$ cat src/sv/ssiq_pkg.sv
// Shared types and constants for the sorted set insert and query block.
package ssiq_pkg;

  localparam int unsigned DefCapacity   = 16;
  localparam int unsigned DefValueWidth = 32;
  localparam int unsigned CountOutWidth = 5;

  localparam logic OP_ADD = 1'b0;

  // Control bits of the operation wave that travels along the cell chain.
  typedef struct packed {
    logic act;    // a wave is present at this point of the chain
    logic add;    // the operation is an add
    logic full;   // the set was full when the operation entered
    logic found;  // an equal entry has been seen in a lower cell
    logic ins;    // insertion has started and entries are moving up
    logic cv;     // the displaced entry in the carry is a real entry
  } ssiq_ctl_t;

endpackage

$ cat src/sv/ssiq_cell.sv
// One cell of the sorted chain: holds one entry and processes the passing wave.
module ssiq_cell #(
  parameter int unsigned CAPACITY    = 16,
  parameter int unsigned VALUE_WIDTH = 32,
  parameter int unsigned IDX         = 0,
  localparam int unsigned CW         = $clog2(CAPACITY + 1)
) (
  input  logic                   clk_i,
  input  logic                   rst_ni,
  input  logic                   adv_i,
  input  ssiq_pkg::ssiq_ctl_t    ctl_i,
  input  logic [VALUE_WIDTH-1:0] key_i,
  input  logic [VALUE_WIDTH-1:0] carry_i,
  input  logic [CW-1:0]          cnt_i,
  output ssiq_pkg::ssiq_ctl_t    ctl_o,
  output logic [VALUE_WIDTH-1:0] key_o,
  output logic [VALUE_WIDTH-1:0] carry_o,
  output logic [CW-1:0]          cnt_o
);
  import ssiq_pkg::*;

  logic [VALUE_WIDTH-1:0] entry_q, entry_d;
  logic [VALUE_WIDTH-1:0] key_q, carry_q, carry_d;
  logic [CW-1:0]          cnt_q;
  ssiq_ctl_t              ctl_q, ctl_d;
  logic                   in_range, lt, eq;

  // Entries are held as order keys, so an unsigned compare gives signed order.
  assign in_range = CW'(IDX) < cnt_i;
  assign lt       = in_range && (entry_q < key_i);
  assign eq       = in_range && (entry_q == key_i);

  always_comb begin
    ctl_d   = ctl_i;
    carry_d = carry_i;
    entry_d = entry_q;
    if (ctl_i.act) begin
      if (ctl_i.ins) begin
        if (ctl_i.cv) begin
          entry_d = carry_i;
          carry_d = entry_q;
          ctl_d.cv = in_range;
        end
      end else if (eq) begin
        ctl_d.found = 1'b1;
      end else if (!lt && ctl_i.add && !ctl_i.full && !ctl_i.found) begin
        entry_d   = key_i;
        carry_d   = entry_q;
        ctl_d.ins = 1'b1;
        ctl_d.cv  = in_range;
      end
    end
  end

  always_ff @(posedge clk_i or negedge rst_ni) begin
    if (!rst_ni) begin
      ctl_q <= '0;
    end else if (adv_i) begin
      ctl_q <= ctl_d;
    end
  end

  always_ff @(posedge clk_i) begin
    if (adv_i) begin
      key_q   <= key_i;
      carry_q <= carry_d;
      cnt_q   <= cnt_i;
      if (ctl_i.act) begin
        entry_q <= entry_d;
      end
    end
  end

  assign ctl_o   = ctl_q;
  assign key_o   = key_q;
  assign carry_o = carry_q;
  assign cnt_o   = cnt_q;

endmodule

$ cat src/sv/sorted_set_insert_query.sv
// A word accepted at the port passes through every cell register of the chain and then into the result register.
// Only one word is in the chain at a time: the wave walks the cell chain one cell per
// cycle while the chain is not held, and a new word enters once the previous wave has left.
// The result register lets the next word enter while a result waits to be taken.
// Reset clears the entry count and all control state; entries hold no reset value.
module sorted_set_insert_query #(
  parameter int unsigned CAPACITY    = ssiq_pkg::DefCapacity,
  parameter int unsigned VALUE_WIDTH = ssiq_pkg::DefValueWidth
) (
  input  logic                                    clk_i,
  input  logic                                    rst_ni,
  input  logic                                    in_valid_i,
  output logic                                    in_ready_o,
  input  logic                                    opcode_i,
  input  logic signed [VALUE_WIDTH-1:0]           value_i,
  output logic                                    out_valid_o,
  input  logic                                    out_ready_i,
  output logic                                    present_o,
  output logic                                    inserted_o,
  output logic                                    full_reject_o,
  output logic [ssiq_pkg::CountOutWidth-1:0]      entry_count_o
);
  import ssiq_pkg::*;

  localparam int unsigned CW = $clog2(CAPACITY + 1);

  // Links between the cells; link 0 is fed from the input port.
  ssiq_ctl_t              ctl_l   [CAPACITY+1];
  logic [VALUE_WIDTH-1:0] key_l   [CAPACITY+1];
  logic [VALUE_WIDTH-1:0] carry_l [CAPACITY+1];
  logic [CW-1:0]          cnt_l   [CAPACITY+1];

  logic          busy_q, busy_d;
  logic          out_valid_q, out_valid_d;
  logic          present_q, inserted_q, full_q;
  logic [CW-1:0] count_q;
  logic          accept, adv, load;
  ssiq_ctl_t     last;

  // Only one word is in the chain at a time, so the port is free whenever no
  // wave is travelling.
  assign in_ready_o = !busy_q;
  assign accept     = in_valid_i && in_ready_o;

  // The new word enters cell 0 directly.  The sign bit is flipped so that the
  // cells can order the values by an unsigned compare.  The full flag is
  // settled here from the count, which is stable while the wave travels.
  assign ctl_l[0]   = '{act:   accept,
                        add:   (opcode_i == OP_ADD),
                        full:  (count_q == CW'(CAPACITY)),
                        found: 1'b0,
                        ins:   1'b0,
                        cv:    1'b0};
  assign key_l[0]   = {~value_i[VALUE_WIDTH-1], value_i[VALUE_WIDTH-2:0]};
  assign carry_l[0] = '0;
  assign cnt_l[0]   = count_q;

  for (genvar i = 0; i < CAPACITY; i++) begin : g_cell
    ssiq_cell #(
      .CAPACITY    (CAPACITY),
      .VALUE_WIDTH (VALUE_WIDTH),
      .IDX         (i)
    ) u_cell (
      .clk_i   (clk_i),
      .rst_ni  (rst_ni),
      .adv_i   (adv),
      .ctl_i   (ctl_l[i]),
      .key_i   (key_l[i]),
      .carry_i (carry_l[i]),
      .cnt_i   (cnt_l[i]),
      .ctl_o   (ctl_l[i+1]),
      .key_o   (key_l[i+1]),
      .carry_o (carry_l[i+1]),
      .cnt_o   (cnt_l[i+1])
    );
  end

  assign last = ctl_l[CAPACITY];

  // The chain holds still when a finished wave cannot yet move into the
  // result register because the previous result has not been taken.
  assign load = last.act && (!out_valid_q || out_ready_i);
  assign adv  = !(last.act && !load);

  always_comb begin
    busy_d = busy_q;
    if (accept) begin
      busy_d = 1'b1;
    end else if (load) begin
      busy_d = 1'b0;
    end
  end

  always_comb begin
    out_valid_d = out_valid_q;
    if (load) begin
      out_valid_d = 1'b1;
    end else if (out_ready_i) begin
      out_valid_d = 1'b0;
    end
  end

  always_ff @(posedge clk_i or negedge rst_ni) begin
    if (!rst_ni) begin
      busy_q      <= 1'b0;
      out_valid_q <= 1'b0;
      count_q     <= '0;
    end else begin
      busy_q      <= busy_d;
      out_valid_q <= out_valid_d;
      if (load) begin
        count_q <= cnt_l[CAPACITY] + CW'(last.ins);
      end
    end
  end

  // An add of a new value into a full set is rejected; an add that finds the
  // value already held is not, even when the set is full.
  always_ff @(posedge clk_i) begin
    if (load) begin
      present_q  <= last.found;
      inserted_q <= last.ins;
      full_q     <= last.add && last.full && !last.found;
    end
  end

  assign out_valid_o   = out_valid_q;
  assign present_o     = present_q;
  assign inserted_o    = inserted_q;
  assign full_reject_o = full_q;
  // The count only changes when a result is loaded, so it doubles as the
  // entry count of the result on display.
  assign entry_count_o = CountOutWidth'(count_q);

endmodule
$ cat config.mk
export PLATFORM = sky130hd
export DESIGN_NAME = sorted_set_insert_query
export DESIGN_NICKNAME = d
export VERILOG_FILES = /design/src/sv/ssiq_pkg.sv /design/src/sv/ssiq_cell.sv /design/src/sv/sorted_set_insert_query.sv
export SDC_FILE = /design/constraint.sdc
export NUM_CORES = 2
export LEC_CHECK = 0
export ABC_CLOCK_PERIOD_IN_PS = 36100
export CORE_ASPECT_RATIO = 1.2
export CORE_MARGIN = 2
export CORE_UTILIZATION = 58
export DETAILED_ROUTE_END_ITERATION = 6
export DONT_BUFFER_PORTS = 1
export PLACE_DENSITY = 0.76
export SETUP_SLACK_MARGIN = 0.02
export SYNTH_ARGS = -nofsm -noshare
export SYNTH_HDL_FRONTEND = slang
export SYNTH_HIERARCHICAL = 1
export SYNTH_SLANG_ARGS = --single-unit
$ cat constraint.sdc
create_clock -name clk_i -period 36.1 [get_ports clk_i]
set_input_delay 1.805 -clock clk_i [delete_from_list [all_inputs] [get_ports clk_i]]
set_output_delay 1.805 -clock clk_i [all_outputs]
set_load 0.01 [all_outputs]
==> run summary <==
Most frequent cells in the layout: edfxtp_1, nand2_1, o21ai_0, inv_1, ha_1
Fin crit period: 5240 ps
Post-Syn Area per Cell: 13.2 um2
FP Rows: 149
Routed vias: 46052
Hold Buf Count CTS: 0
Root buffer cell: clkbuf_16
Placed cells: 7869
1st-pass router iterations: 7
Cell internal pwr: 0.00440 W
Vias per inst: 5.64
Hold WC Path Type: flop to flop
Clock skew: 25.3 ps
Psw: 0.00166 W
Commonest non-fill, non-tap cell in the layout: edfxtp_1
# IOs: 47
Die width: 344 um
Failing checks: design-rule violations
Seq pwr share: 50.6%
Final cell count without fillers: 8172
Initial Utilization: 58.5%
Remaining DRCs: 6
Critical Path RT: 36520 ps
Max Slew Vio Count: 0
Filler Cell Count: 9800
Status: finished, violations left
Vias in the first global route: 48258
H-tree levels: 4
Initial antenna violation count: 0
P_leak: 36.0 nW
# diodes: 0
CTS tree: done
Mapped Area: 80400 um2
Setup crit end kind: flop
Pin count of the biggest net entering global routing: 171
Switch share: 27.4%
Routed wire per std cell: 18.1 um
Post CTS Setup Buffer Count: 0
Slew margin rel.: 12.6%
Core Area: 138000 um2
DP HPWL: 107 mm
Total CTS buffers: 163
CTS resizes: 0
RSZ-0062 raised after global routing: false
Final hold viol count: 0
Num Clock Sinks: 1657
Syn Inst Count: 6100
Antenna Nets Post-Route: 0
Max Cap Violations: 0
Total GRT Usage: 21.1%
Gr ovfl total: 0
Worst slew pin tran: 1310 ps
# setup viols final: 0
Area Overhead vs Synth: 9.03%
Final period util: 14.5%
DRT iter0 DRCs: 2991
Clock buffer depth: 3
WP data arrival: 5660 ps
Clock-pin slew on the worst setup and hold paths: 60 ps
Synth warn: 6
Worst vdd ir: 0.0000458 V
Total negative setup slack: 0 ps
Buffers on Ports: 0
Power Dens Cells: 69.1 nW/um2
Share of cells above drive strength 1: 12.9%
Nets@finish: 6773
Die H: 412 um
CP max FO: 170
Clock power frac: 27.8%
DIE AREA: 142000 um2
GPL Wtd Cong: 0.877
Routed WL: 148 mm
First-pass GRT wire length: 240 mm
Critical path class: input port to flop
Max Fclk: 191 MHz
Insertion delay to the later sink of the worst-skew pair: 790 ps
Comb pwr share: 21.5%
Crit start category: input port
## through the flow
stage,area [um2],util (%),hold slack [ps],worst slack [ps],total power [W]
floorplan,81000,-,400,1770,0.00410
global placement,82300,59.8,401,30160,0.00431
detailed placement,82300,59.8,405,30120,0.00440
CTS,87700,63.7,419,30960,0.00610
global route,87700,63.7,424,30590,0.00639
finish,87700,63.7,415,30860,0.00606
## worst max-delay path: stages
cell,delay (ps)
nand3b_1,150
buf_12,500
buf_12,650
buf_4,850
buf_4,570
o21ai_0,200
nor2_2,110
buf_4,420
## final timing paths
path	depth (start not counted)	to	startpoint	slack, ps
setup / recovery	8	g_cell[1].u_cell/entry_q[24]	out_ready_i	30860
hold / removal	0	g_cell[5].u_cell/cnt_o[0]	g_cell[4].u_cell/cnt_o[0]	420
setup reg to reg	8	g_cell[1].u_cell/entry_q[24]	g_cell[15].u_cell/ctl_o[5]	31380
hold reg to reg	0	g_cell[5].u_cell/cnt_o[0]	g_cell[4].u_cell/cnt_o[0]	420
max in group asynchronous	0	g_cell[0].u_cell/ctl_o[1]	rst_ni	35110
min in group asynchronous	0	entry_count_o[1]	rst_ni	720
## registers in the layout, indices dropped and copies added, names as in the netlist
register and count:
g_cell.u_cell/entry_q 512, present_o 1, entry_count_o 5, g_cell.u_cell/carry_o 480
inserted_o 1, busy_q 1, out_valid_o 1, g_cell.u_cell/key_o 480
g_cell.u_cell/cnt_o 80, full_reject_o 1, g_cell.u_cell/ctl_o 95
## power by group through the flow
stage | combinational, W | clock [W] | sequential, W
finish | 0.00130 | 0.00169 | 0.00307
global route | 0.00146 | 0.00180 | 0.00313
CTS | 0.00131 | 0.00172 | 0.00307
detailed placement | 0.00130 | 0 | 0.00311
global placement | 0.00123 | 0 | 0.00308
floorplan | 0.00110 | 0 | 0.00301
## metal layers
layer | wire length, um | track usage, % | vias up
met5 | 0 | 0 | -
met4 | 7130 | 11.0 | 0
met3 | 4260 | 3.00 | 339
met2 | 82500 | 41.3 | 833
met1 | 54100 | 21.2 | 22222
li1 | - | - | 22658
## area by class of cell
cell class                      count  area (um2)  share of cell area, %
Clock buffer                      222        4540                   5.17
Clock inverter                     81         828                  0.944
Inverter                          564        2120                   2.41
Multi-Input combinational cell   3773       28200                   32.1
Sequential cell                  1657       49300                   56.2
Tap cell                         1812        2270                   2.59
Timing Repair Buffer               63         523                  0.596
(Power assumes the default switching activity.)
